## src/rtl/tspg_pkg.sv

```systemverilog
// shared types and constants for the patch grid target size block
// no dependencies; used by the divider, square root and top level files
`default_nettype none

package tspg_pkg;

   // register indexes on the csr port
   localparam logic [1:0] REG_GRID_FACTOR = 2'd0;
   localparam logic [1:0] REG_MIN_AREA    = 2'd1;
   localparam logic [1:0] REG_MAX_AREA    = 2'd2;

   localparam int GRID_W = 11;
   localparam int AREA_W = 28;

   localparam logic [GRID_W-1:0] GRID_FACTOR_RESET = 11'd28;
   localparam logic [AREA_W-1:0] MIN_AREA_RESET    = 28'd3136;
   localparam logic [AREA_W-1:0] MAX_AREA_RESET    = 28'd1003520;

   // result codes
   localparam logic [1:0] ERR_NONE   = 2'd0;
   localparam logic [1:0] ERR_ASPECT = 2'd1;
   localparam logic [1:0] ERR_RANGE  = 2'd2;

   localparam logic [7:0]  ASPECT_LIMIT = 8'd200;
   localparam logic [29:0] MAX_SIDE     = 30'd16384;

   typedef struct packed {
      logic en;
      logic valid;
   } pipe_ctl_type;

endpackage

`default_nettype wire

```

## src/rtl/tspg_sqrt.sv

```systemverilog
// pipelined integer square root, one root bit per stage, with side payload
// depends on tspg_pkg for the pipeline control struct
`default_nettype none

module tspg_sqrt #(
   parameter int NW = 36,
   parameter int SW = 1
) (
   input  wire                       clock,
   input  wire                       reset,
   input  tspg_pkg::pipe_ctl_type    in_ctl,
   input  wire  [NW-1:0]             in_rad,
   input  wire  [SW-1:0]             in_side,
   output logic                      out_valid,
   output logic [NW/2-1:0]           out_root,
   output logic                      out_inexact,
   output logic [SW-1:0]             out_side
);

   localparam int RW = NW / 2;

   logic [RW-1:0]             valid_ff;
   logic [RW-1:0][NW-1:0]     rad_ff;
   logic [RW-1:0][RW-1:0]     root_ff;
   logic [RW-1:0][RW+1:0]     rem_ff;
   logic [RW-1:0][SW-1:0]     side_ff;

   for (genvar k = 0; k < RW; k++) begin : g_stage
      logic          v_cur;
      logic [NW-1:0] rad_cur;
      logic [RW-1:0] root_cur;
      logic [RW+1:0] rem_cur;
      logic [SW-1:0] side_cur;
      logic [RW+3:0] pre;
      logic [RW+3:0] trial;
      logic [RW+3:0] diff;
      logic          take;
      logic [RW+1:0] rem_in;
      logic [RW-1:0] root_in;

      if (k == 0) begin : g_first
         assign v_cur    = in_ctl.valid;
         assign rad_cur  = in_rad;
         assign root_cur = '0;
         assign rem_cur  = '0;
         assign side_cur = in_side;
      end else begin : g_next
         assign v_cur    = valid_ff[k-1];
         assign rad_cur  = rad_ff[k-1];
         assign root_cur = root_ff[k-1];
         assign rem_cur  = rem_ff[k-1];
         assign side_cur = side_ff[k-1];
      end

      assign pre     = {rem_cur, rad_cur[NW-1:NW-2]};
      assign trial   = {2'b00, root_cur, 2'b01};
      assign diff    = pre - trial;
      assign take    = (pre >= trial);
      assign rem_in  = take ? diff[RW+1:0] : pre[RW+1:0];
      assign root_in = {root_cur[RW-2:0], take};

      always_ff @(posedge clock) begin
         if (reset) begin
            valid_ff[k] <= 1'b0;
         end else if (in_ctl.en) begin
            valid_ff[k] <= v_cur;
         end
      end

      always_ff @(posedge clock) begin
         if (in_ctl.en) begin
            rad_ff[k]  <= rad_cur << 2;
            root_ff[k] <= root_in;
            rem_ff[k]  <= rem_in;
            side_ff[k] <= side_cur;
         end
      end
   end

   assign out_valid   = valid_ff[RW-1];
   assign out_root    = root_ff[RW-1];
   assign out_inexact = |rem_ff[RW-1];
   assign out_side    = side_ff[RW-1];

endmodule

`default_nettype wire

```

## config.mk

```make
export PLATFORM = sky130hd
export DESIGN_NAME = tspg_sqrt
export DESIGN_NICKNAME = d
export VERILOG_FILES = /design/src/rtl/tspg_pkg.sv /design/src/rtl/tspg_sqrt.sv
export SDC_FILE = /design/constraint.sdc
export NUM_CORES = 1
export LEC_CHECK = 0
export BUFFER_PORTS_ARGS = -buffer_cell sky130_fd_sc_hd__buf_4
export CAP_MARGIN = 5
export CELL_PAD_IN_SITES_DETAIL_PLACEMENT = 1
export CELL_PAD_IN_SITES_GLOBAL_PLACEMENT = 1
export CORE_MARGIN = 2
export CORE_UTILIZATION = 48
export CTS_CLUSTER_SIZE = 8
export DETAILED_ROUTE_END_ITERATION = 10
export PLACE_DENSITY = 0.73
export RECOVER_POWER = 100
export SYNTH_ARGS = -nofsm -noshare
export SYNTH_HDL_FRONTEND = slang
export SYNTH_SLANG_ARGS = --single-unit
```

## constraint.sdc

```tcl
create_clock -name clock -period 3.2 [get_ports clock]
set_input_delay 0 -clock clock [delete_from_list [all_inputs] [get_ports clock]]
set_output_delay 0 -clock clock [all_outputs]
set_load 0.05 [all_outputs]
```

==> results.md <==
* Ports at 62
* Sw Share at 27.0%
* # port buffers at 61
* Largest net degree at the start of global routing at 97
* DR vias at 24800
* Number of synthesized flops with an enable pin at 832
* Buffers plus inverters on the worst setup path at 0
* Period utilization at 97.3%
* Switch Pwr at 8.40 mW
* First-pass GRT wire length at 145 mm
* Vias in the first global route at 27100
* CP peak stage delay at 560 ps
* Startpoint types: flop
* Area leader, netlist: edfxtp_1
* CP Cell Sequence: or4_4 > or3_4 > o31a_1 > nor2b_1 > a2111o_1 > or3_1 > xnor2_1
* Yosys warns at 0
* Initial antenna violation count at 0
* Hold Vio Cnt, Final at 0
* Routed vias/inst at 5.58
* Async set-reset flop share out of synthesis at 0%
* Comb pwr share at 16.6%
* Worst-skew pair later-pin latency at 710 ps
* Worst Hold Slack at 145 ps
* Fin crit period at 3110 ps
* Total CTS buffers at 116
* Slew HR at -68.2%
* Commonest register cell after synthesis: edfxtp_1
* Fmax at 321 MHz
* CP Depth at 7
* Clock Power Share at 36.2%
* Lkg Pwr at 17.6 nW
* Final HPWL DP at 62.3 mm
* CP Capture Type: flop
* Worst-margin pin slew at 2520 ps
* Sequential share of the synthesized area at 64.3%
* Critical Path Source: g_stage[5].rem_cur[6]$_DFFE_PP_
* GRT Util Overall at 21.4%
* Max Slew Vio Count at 558
* GPL Wtd Cong at 0.871
* Die Wd at 290 um
* P_int at 22.7 mW
* Reg2reg path depth at 7
* Area grow syn2layout at 15.7%
* Synth cell types at 76
* Status: finished, violations left
* Initial Utilization at 48.2%
* DRT Pass-1 Iters at 5
* Post-DRT Antenna Nets at 0
* CORE AREA at 81700 sq um
* Peak VDD IR at 0.000553 V
* Largest cells by area after synthesis: edfxtp_1 63%, ha_1 6.1%, xor2_1 3.0%
* Reg2reg end: g_stage[6].rem_cur[13]$_DFFE_PP_
* Syn Inst Count at 3045
* Die Area at 84400 sq um
* Clock Skew at 84.8 ps
* Die H at 290 um
* Yosys top cell area share at 63.4%
* Synthesized area at 39400 sq um
* Crit path max fanout at 7
* Max-cap check violation count at 8
* Synth Area per Inst at 12.9 sq um
* Routed wire length at 89.9 mm
* Clk root buf: clkbuf_16
* Required time worst endpoint at 3600 ps
* Drt drc at 0
* Share of cells above drive strength 1 at 8.34%
* Fin nets at 3560
* Worst reg2reg setup slack at 90 ps
* Syn_nets at 3278
* Wire length per cell at 20.2 um
* FF-to-FF Start: g_stage[5].rem_cur[6]$_DFFE_PP_
* Critical Path End: g_stage[6].rem_cur[13]$_DFFE_PP_
* Final Util at 55.8%
* H-tree depth at 3
* Top delay family on crit path: simple AND/OR/NAND/NOR gates
* WP data arrival at 3520 ps
* Standard-cell rows at 105
* Fill count at 8092
* Sequential Power Share at 47.2%
* Total clock sinks at 850
* CP Class: flop to flop
* Failing checks: capacitance limit, slew limit
* Clk pin slew, worst setup/hold paths at 50 ps
* Final Setup Violations at 0
* DR iter-0 viols at 1346
* GR Overflow Total at 0
* Yosys reg bits at 850
* CTS max path bufs at 3
* Crit path max-delay cell type: or4_4
* Cell Pwr Density at 682 nW/um^2
* Antenna Cells at 0
* TritonCTS clock tree: built
* Worst min path class: input pin to flop
what timing repair did:
item,in CTS,in global routing
gates cloned,0,0
endpoints found under the hold margin,118,0
buffers inserted,0,5
setup endpoints to repair,1,34
hold buffers,78,0
gates resized for setup,0,12
pin swaps,1,6
cells in the final DEF, fill, tap and decap left out, types with 9 or more instances in the layout:
| cell type | n |
|---|---|
| a211oi_1 | 16 |
| a21o_1 | 49 |
| a21oi_1 | 196 |
| a31oi_1 | 14 |
| and2_1 | 9 |
| and3_1 | 21 |
| buf_4 | 49 |
| clkbuf_1 | 83 |
| clkbuf_16 | 116 |
| clkbuf_4 | 35 |
| dfxtp_1 | 18 |
| dlygate4sd3_1 | 78 |
| edfxtp_1 | 832 |
| ha_1 | 192 |
| inv_1 | 249 |
| mux2_2 | 29 |
| mux2i_1 | 32 |
| nand2_1 | 166 |
| nand2b_1 | 37 |
| nand3_1 | 47 |
| nand4_1 | 30 |
| nor2_1 | 241 |
| nor2b_1 | 25 |
| nor3_1 | 55 |
| nor4_1 | 55 |
| o211ai_1 | 21 |
| o21a_1 | 39 |
| o21ai_0 | 143 |
| o21bai_1 | 11 |
| o31a_1 | 11 |
| o31ai_1 | 23 |
| or3_1 | 29 |
| or4_1 | 17 |
| xnor2_1 | 117 |
| xor2_1 | 133 |
cells in the mapped netlist, types with 14 or more instances:
cell type / instances
a211oi_1: 18
a21o_1: 49
a21oi_1: 196
a31oi_1: 14
and3_1: 21
clkbuf_1: 46
dfxtp_1: 18
edfxtp_1: 832
ha_1: 192
inv_1: 249
mux2_2: 30
mux2i_1: 32
nand2_1: 166
nand2b_1: 37
nand3_1: 47
nand4_1: 30
nor2_1: 242
nor2b_1: 25
nor3_1: 55
nor4_1: 56
o211ai_1: 21
o21a_1: 39
o21ai_0: 144
o31ai_1: 23
or3_1: 29
or4_1: 19
xnor2_1: 117
xor2_1: 133
worst register-to-register path, delay by kind of cell, from the launching register on:
kind,cells,cell delay [ps]
xor+xnor,1,140
flops,1,400
simple gates,4,1520
compound gates,2,740
power groups by stage:
| stage | sequential [mW] | combinational, mW | clock (mW) |
|---|---|---|---|
| 2_1_floorplan | 14.5 | 3.49 | 0 |
| 3_3_place_gp | 14.8 | 4.78 | 0 |
| 3_5_place_dp | 14.9 | 5.03 | 0 |
| 4_1_cts | 14.7 | 5.16 | 11.5 |
| 5_1_grt | 14.8 | 5.75 | 11.9 |
| 6_report | 14.7 | 5.17 | 11.2 |
worst min-delay path by stage:
| stage | start | end | slack [ps] | depth (start not counted) |
|---|---|---|---|---|
| global route | reset | g_stage[4].v_cur$_SDFFE_PP0P_ | 140 | 3 |
| finish | reset | g_stage[4].v_cur$_SDFFE_PP0P_ | 140 | 3 |
| global placement | in_rad[33] | g_stage[1].rad_cur[35]$_DFFE_PP_ | 180 | 1 |
| CTS | in_rad[34] | g_stage[1].rem_cur[0]$_DFFE_PP_ | 40 | 3 |
| detailed placement | in_rad[3] | g_stage[1].rad_cur[5]$_DFFE_PP_ | 180 | 1 |
| floorplan | in_rad[8] | g_stage[1].rad_cur[10]$_DFFE_PP_ | 100 | 0 |
cells by family after synthesis:
| group | after synthesis | synth area share (%) |
|---|---|---|
| compound gates | 602 | 9.56 |
| other cells | 1 | 0.00952 |
| buf+inv | 305 | 2.91 |
| xor+xnor | 250 | 5.56 |
| flops | 850 | 64.3 |
| mux | 62 | 1.67 |
| simple gates | 783 | 9.84 |
| fa+ha+maj | 192 | 6.10 |
per-layer routing:
metal	track usage, %	part of all wire [%]	vias to the layer above
li1	-	-	11800
met1	28.0	45	12400
met2	36.9	50	428
met3	3.18	3.3	170
met4	6.50	2.4	0
met5	0	0	-
stage by stage:
| stage | std cells | setup slack (ps) | power [mW] | setup TNS [ps] | instance area, sq um |
|---|---|---|---|---|---|
| final | 4441 | 85.6 | 31.1 | 0 | 45600 |
| after floorplan | 3045 | 223 | 18.0 | 0 | 39400 |
| after global routing | 4441 | -10.0 | 32.5 | -18.3 | 45600 |
| after CTS | 4436 | 1.63 | 31.3 | 0 | 45800 |
| after global placement | 4196 | 113 | 19.6 | 0 | 41700 |
| after detailed placement | 4196 | 101 | 19.9 | 0 | 41700 |
final cells by class:
cell class / instances / area (sq um) / share of cell area [%]
sequential: 850 / 25300 / 55.6
multi-input combinational: 1890 / 13000 / 28.4
clock buffer: 154 / 3050 / 6.68
timing repair buffer: 220 / 1710 / 3.75
tap: 1070 / 1340 / 2.94
inverter: 249 / 935 / 2.05
clock inverter: 8 / 240 / 0.527
flip-flops by register name (all words and copies together) (netlist names), 17 cells and up:
register          count
out_root             18
g_stage.side_cur     17
rem_ff               20
g_stage.v_cur        17
g_stage.rad_cur     306
g_stage.root_cur    153
g_stage.rem_cur     317
(Power assumes the default switching activity.)
