===== src/rtl/tspg_pkg.sv =====
// shared types and constants for the patch grid target size block
// no dependencies; used by the divider, square root and top level files
`default_nettype none

package tspg_pkg;

   // register indexes on the csr port
   localparam logic [1:0] REG_GRID_FACTOR = 2'd0;
   localparam logic [1:0] REG_MIN_AREA    = 2'd1;
   localparam logic [1:0] REG_MAX_AREA    = 2'd2;

   localparam int GRID_W = 11;
   localparam int AREA_W = 28;

   localparam logic [GRID_W-1:0] GRID_FACTOR_RESET = 11'd28;
   localparam logic [AREA_W-1:0] MIN_AREA_RESET    = 28'd3136;
   localparam logic [AREA_W-1:0] MAX_AREA_RESET    = 28'd1003520;

   // result codes
   localparam logic [1:0] ERR_NONE   = 2'd0;
   localparam logic [1:0] ERR_ASPECT = 2'd1;
   localparam logic [1:0] ERR_RANGE  = 2'd2;

   localparam logic [7:0]  ASPECT_LIMIT = 8'd200;
   localparam logic [29:0] MAX_SIDE     = 30'd16384;

   typedef struct packed {
      logic en;
      logic valid;
   } pipe_ctl_type;

endpackage

`default_nettype wire


===== src/rtl/tspg_div.sv =====
// pipelined restoring divider, one quotient bit per stage, with side payload
// depends on tspg_pkg for the pipeline control struct
`default_nettype none

module tspg_div #(
   parameter int NW = 26,
   parameter int DW = 15,
   parameter int SW = 1
) (
   input  wire                       clock,
   input  wire                       reset,
   input  tspg_pkg::pipe_ctl_type    in_ctl,
   input  wire  [NW-1:0]             in_num,
   input  wire  [DW-1:0]             in_den,
   input  wire  [SW-1:0]             in_side,
   output logic                      out_valid,
   output logic [NW-1:0]             out_quo,
   output logic [DW-1:0]             out_rem,
   output logic [SW-1:0]             out_side
);

   logic [NW-1:0]                valid_ff;
   logic [NW-1:0][NW-1:0]        num_ff;
   logic [NW-1:0][NW-1:0]        quo_ff;
   logic [NW-1:0][DW-1:0]        rem_ff;
   logic [NW-1:0][DW-1:0]        den_ff;
   logic [NW-1:0][SW-1:0]        side_ff;

   for (genvar k = 0; k < NW; k++) begin : g_stage
      logic          v_cur;
      logic [NW-1:0] num_cur;
      logic [NW-1:0] quo_cur;
      logic [DW-1:0] rem_cur;
      logic [DW-1:0] den_cur;
      logic [SW-1:0] side_cur;
      logic [DW:0]   trial;
      logic [DW:0]   diff;
      logic          take;
      logic [DW-1:0] rem_in;
      logic [NW-1:0] quo_in;

      if (k == 0) begin : g_first
         assign v_cur    = in_ctl.valid;
         assign num_cur  = in_num;
         assign quo_cur  = '0;
         assign rem_cur  = '0;
         assign den_cur  = in_den;
         assign side_cur = in_side;
      end else begin : g_next
         assign v_cur    = valid_ff[k-1];
         assign num_cur  = num_ff[k-1];
         assign quo_cur  = quo_ff[k-1];
         assign rem_cur  = rem_ff[k-1];
         assign den_cur  = den_ff[k-1];
         assign side_cur = side_ff[k-1];
      end

      assign trial  = {rem_cur, num_cur[NW-1]};
      assign diff   = trial - {1'b0, den_cur};
      assign take   = (trial >= {1'b0, den_cur});
      assign rem_in = take ? diff[DW-1:0] : trial[DW-1:0];
      assign quo_in = {quo_cur[NW-2:0], take};

      always_ff @(posedge clock) begin
         if (reset) begin
            valid_ff[k] <= 1'b0;
         end else if (in_ctl.en) begin
            valid_ff[k] <= v_cur;
         end
      end

      always_ff @(posedge clock) begin
         if (in_ctl.en) begin
            num_ff[k]  <= num_cur << 1;
            quo_ff[k]  <= quo_in;
            rem_ff[k]  <= rem_in;
            den_ff[k]  <= den_cur;
            side_ff[k] <= side_cur;
         end
      end
   end

   assign out_valid = valid_ff[NW-1];
   assign out_quo   = quo_ff[NW-1];
   assign out_rem   = rem_ff[NW-1];
   assign out_side  = side_ff[NW-1];

endmodule

`default_nettype wire


===== config.mk =====
export PLATFORM = sky130hd
export DESIGN_NAME = tspg_div
export DESIGN_NICKNAME = d
export VERILOG_FILES = /design/src/rtl/tspg_pkg.sv /design/src/rtl/tspg_div.sv
export SDC_FILE = /design/constraint.sdc
export NUM_CORES = 2
export LEC_CHECK = 0
export BUFFER_PORTS_ARGS = -buffer_cell sky130_fd_sc_hd__buf_2
export CORE_MARGIN = 2
export CORE_UTILIZATION = 30
export CTS_BUF_LIST = sky130_fd_sc_hd__clkbuf_4 sky130_fd_sc_hd__clkbuf_8
export CTS_CLUSTER_DIAMETER = 40
export DETAILED_ROUTE_END_ITERATION = 8
export PLACE_DENSITY = 0.41
export RECOVER_POWER = 50
export SYNTH_ARGS = -nofsm -noshare
export SYNTH_HDL_FRONTEND = slang
export SYNTH_SLANG_ARGS = --single-unit

===== constraint.sdc =====
create_clock -name clock -period 3.9 [get_ports clock]
set_input_delay 0.39 -clock clock [delete_from_list [all_inputs] [get_ports clock]]
set_output_delay 0.39 -clock clock [all_outputs]
set_load 0.02 [all_outputs]

==> results.md <==
* Status: complete, but fails checks
* Violated checks: capacitance limit, slew limit
* Portion of total power attributed to the clock network at 28.6%
* Switching power as a share of total power at 32.3%
* Standby leakage power at 30.7 nW
* Design internal power at 43.3 mW
* Library cell contributing the largest single delay on the critical path: sky130_fd_sc_hd__a41o_1
* Worst setup SP type: flip-flop
* Residual antenna-violating net count after detailed routing at 0
* Post-synthesis instance area at 68400 sq um
* Initial antenna violation count at 4
* Iter 0 DRT Violations at 2225
* Met2 wirelength from detailed routing at 60.0 mm
* Sequential cell area fraction in the yosys report at 65.2%
* Total iterations of the first detailed-routing run at 5
* Synth Net Count at 5448
* Slew of the pin with the lowest slew margin at 2.52 ns
* Vias at 39323
* Start-to-end type of the worst setup path: flip-flop to flip-flop
* Die Area at 232000 sq um
* Main synth FF type: sky130_fd_sc_hd__edfxtp_1
* Commonest non-fill, non-tap cell in the layout: sky130_fd_sc_hd__edfxtp_1
* Die W at 482 um
* Post-CTS Resized at 0
* Path category of the worst min-delay check: primary input to flip-flop
* Filler-free cell count of the finished design at 8713
* Top-area cell type share of the netlist area at 64.4%
* Top routing layer in use: met4
* Chain of cells forming the critical path: ha_1 -> nor2b_1 -> o21a_1 -> o21ai_0 -> nand2b_1 -> a21oi_1 -> a41o_1 -> mux2_2
* Syn Area/Cell at 13.7 sq um
* Total net switching power at 20.6 mW
* Minimum clock period at 3.44 ns
* Family with the most delay on the worst path: compound AO/OA/AOI/OAI gates
* Hold Violations, Final at 0
* Total length of routed wires at 137 mm
* Crit Path Max Fanout at 16
* Final-report setup violation count at 0
* Clock buffers created by TritonCTS at 335
* Required time of the critical path at 4.64 ns
* Global route total overflow at 0
* Aggregate negative setup slack at 0 ns
* Number of max-cap violations at 1
* Post-layout net count at 5922
* Proportion of power drawn by combinational gates at 34.0%
* First-pass GRT wire length at 218 mm
* Starting density of the core at 30.1%
* Cell taking the most area after synthesis: sky130_fd_sc_hd__edfxtp_1
* Met3 routed wirelength at 5.11 mm
* Total I/O pin count at 89
* Number of warnings issued by yosys at 0
* Clock Skews at 0.0801 ns
* Number of placement rows at 175
* Worst-case clock buffer depth at 4
* Total routing resource utilization after global routing at 11.7%
* Routability congestion estimate from global placement at 0.829
* Arrival time of the worst setup path at 4.18 ns
* Instance count of the mapped netlist at 5000
* Number of synthesized register bits at 1493
* Routed length on met1 at 66.8 mm
* Hpwl dp at 92.6 mm
* Synth cell types at 91
* Combinational family with the most area after synthesis: compound AO/OA/AOI/OAI gates
* Number of H-tree branching levels at 5
* Maximum VDD drop at 0.394 mV
* Buffers and inverters on the worst path at 0
* Maximum number of pins on one net before global-route repair at 116
* Routed via count divided by cell count at 4.51
* Final routed DRC violation total at 0
* Element type at the critical path end: flip-flop
* Critical path's largest stage delay at 0.75 ns
* Overall die height at 482 um
* # Post-CTS Setup Buffers at 0
* FMAX at 291 MHz
* Adder-cell share of the synthesized area at 7.63%
* Ratio of cells with drive above 1 in the final layout at 15.4%
* TritonCTS clock tree: yes
* Worst slew margin relative to its limit at -68.1%
* Final Cycle Share at 88.2%
* Number of buffer cells added on primary ports at 88
* Power per standard cell area at 794 nW/um^2
* Reg clk slew, reported paths at 0.05 ns
* Final routed wire length divided by cell count at 15.7 um
* Layout-stage area growth over the synthesis result at 17.7%
* Share of the synthesized area in compound gates (AO/OA/AOI/OAI) at 9.85%
* Total instance count after detailed placement at 8077
* Share of power burned in registers at 37.4%
* Clock tree root buffer cell: sky130_fd_sc_hd__clkbuf_8
* Clk_lat worst skew at 1.02 ns
* Async SR Flop Fraction at 0%
* Number of global-route vias before repair at 39660
* Most frequent cells in the layout: 1467 x sky130_fd_sc_hd__edfxtp_1, 479 x sky130_fd_sc_hd__inv_1, 377 x sky130_fd_sc_hd__ha_1, 339 x sky130_fd_sc_hd__clkbuf_8, 296 x sky130_fd_sc_hd__nor2_1
* Multiplexer area fraction after synthesis at 4.08%
* Count of clock tree sinks at 1493
* Unrepaired setup endpoints after global routing: no
* Synth Area in XOR/XNOR at 3.11%
* Simple-Gate Fraction of Synth Area at 7.04%
* Number of pins with negative max-slew slack in the final report at 54
* Cell types occupying the most area after synthesis: sky130_fd_sc_hd__edfxtp_1 64%, sky130_fd_sc_hd__ha_1 6.9%, sky130_fd_sc_hd__mux2_2 3.0%
* Placeable core region at 227000 sq um
* Number of enable-type register cells in the synthesized netlist at 1467
synth_stat cells (55+ instances only):
| library cell | count |
|---|---|
| sky130_fd_sc_hd__a21o_1 | 70 |
| sky130_fd_sc_hd__inv_1 | 479 |
| sky130_fd_sc_hd__nor2b_1 | 68 |
| sky130_fd_sc_hd__nand2_1 | 267 |
| sky130_fd_sc_hd__xor2_1 | 96 |
| sky130_fd_sc_hd__nand2b_1 | 67 |
| sky130_fd_sc_hd__mux2i_1 | 63 |
| sky130_fd_sc_hd__a21oi_1 | 267 |
| sky130_fd_sc_hd__xnor2_1 | 147 |
| sky130_fd_sc_hd__nor2_1 | 296 |
| sky130_fd_sc_hd__edfxtp_1 | 1467 |
| sky130_fd_sc_hd__o21ai_0 | 289 |
| sky130_fd_sc_hd__clkbuf_1 | 61 |
| sky130_fd_sc_hd__o21a_1 | 86 |
| sky130_fd_sc_hd__ha_1 | 377 |
| sky130_fd_sc_hd__mux2_2 | 185 |
| sky130_fd_sc_hd__nand4_1 | 55 |
worst register-to-register path, cell delays in order (launching register included):
cell,delay [ns]
sky130_fd_sc_hd__edfxtp_1,0.38
sky130_fd_sc_hd__ha_1,0.36
sky130_fd_sc_hd__nor2b_1,0.15
sky130_fd_sc_hd__o21a_1,0.18
sky130_fd_sc_hd__o21ai_0,0.33
sky130_fd_sc_hd__nand2b_1,0.18
sky130_fd_sc_hd__a21oi_1,0.42
sky130_fd_sc_hd__a41o_1,0.75
sky130_fd_sc_hd__mux2_2,0.43
stage by stage:
stage                     hold slack [ns]  power, mW  instance area [sq um]  setup WS (ns)  util, %
final                               0.147       63.9                  80500          0.460     35.4
after global routing               0.0511       68.6                  80500          0.256     35.4
after CTS                        0.000469       65.0                  80600          0.495     35.5
after detailed placement            0.405       45.8                  72900          0.509     32.1
after global placement              0.400       45.8                  72900          0.583     32.1
after floorplan                     0.400       40.3                  68400          0.913        -
cell type report:
type | instances | area [sq um]
Clock inverter | 172 | 1910
Inverter | 479 | 1800
Tap cell | 3009 | 3760
Timing Repair Buffer | 215 | 1660
Antenna cell | 6 | 15.0
Clock buffer | 389 | 5040
Sequential cell | 1493 | 44600
Multi-Input combinational cell | 2950 | 21700
Fill cell | 21928 | 147000
path summary, 6_finish.rpt:
path | from | to | slack (ns) | cells past startpoint
worst max-delay path | g_stage[24].rem_cur[1]$_DFFE_PP_ | g_stage[25].rem_cur[2]$_DFFE_PP_ | 0.46 | 8
worst min-delay path | in_num[16] | g_stage[1].num_cur[17]$_DFFE_PP_ | 0.15 | 2
worst max register to register | g_stage[24].rem_cur[1]$_DFFE_PP_ | g_stage[25].rem_cur[2]$_DFFE_PP_ | 0.46 | 8
worst min register to register | g_stage[25].quo_cur[9]$_DFFE_PP_ | out_quo[10]$_DFFE_PP_ | 0.36 | 0
sequential cells by signal, indices dropped and copies added (netlist names):
register,cells
out_side,1
out_rem,15
g_stage.num_cur,325
out_quo,26
g_stage.rem_cur,375
g_stage.side_cur,25
g_stage.den_cur,375
g_stage.quo_cur,325
g_stage.v_cur,25
out_valid,1
routing by layer:
| metal | global-route usage (%) | vias to the layer above |
|---|---|---|
| met5 | 0 | - |
| met4 | 5.12 | 0 |
| met3 | 2.43 | 350 |
| met2 | 17.8 | 652 |
| met1 | 16.1 | 18633 |
| li1 | - | 19688 |
power by group through the flow:
stage,clock network [mW],logic [mW],registers [mW]
floorplan,0,16.9,23.4
global placement,0,21.5,24.3
detailed placement,0,21.6,24.2
CTS,19.2,21.9,23.9
global route,19.9,24.5,24.2
finish,18.3,21.7,23.9
repair_timing:
item	CTS	global route
setup endpoints to repair	0	0
hold endpoints to repair	130	0
hold buffers	69	0
kinds of logic (layout without fill, tap and decap cells):
kind of cell,Yosys count,count (layout)
other,0,6
multiplexers,253,253
buffers and inverters,557,1255
adder cells (fa/ha/maj),402,402
AO/OA/AOI/OAI,1056,1056
XOR/XNOR,243,243
flip-flops,1493,1493
AND/OR/NAND/NOR,996,996
(Power assumes the default switching activity.)
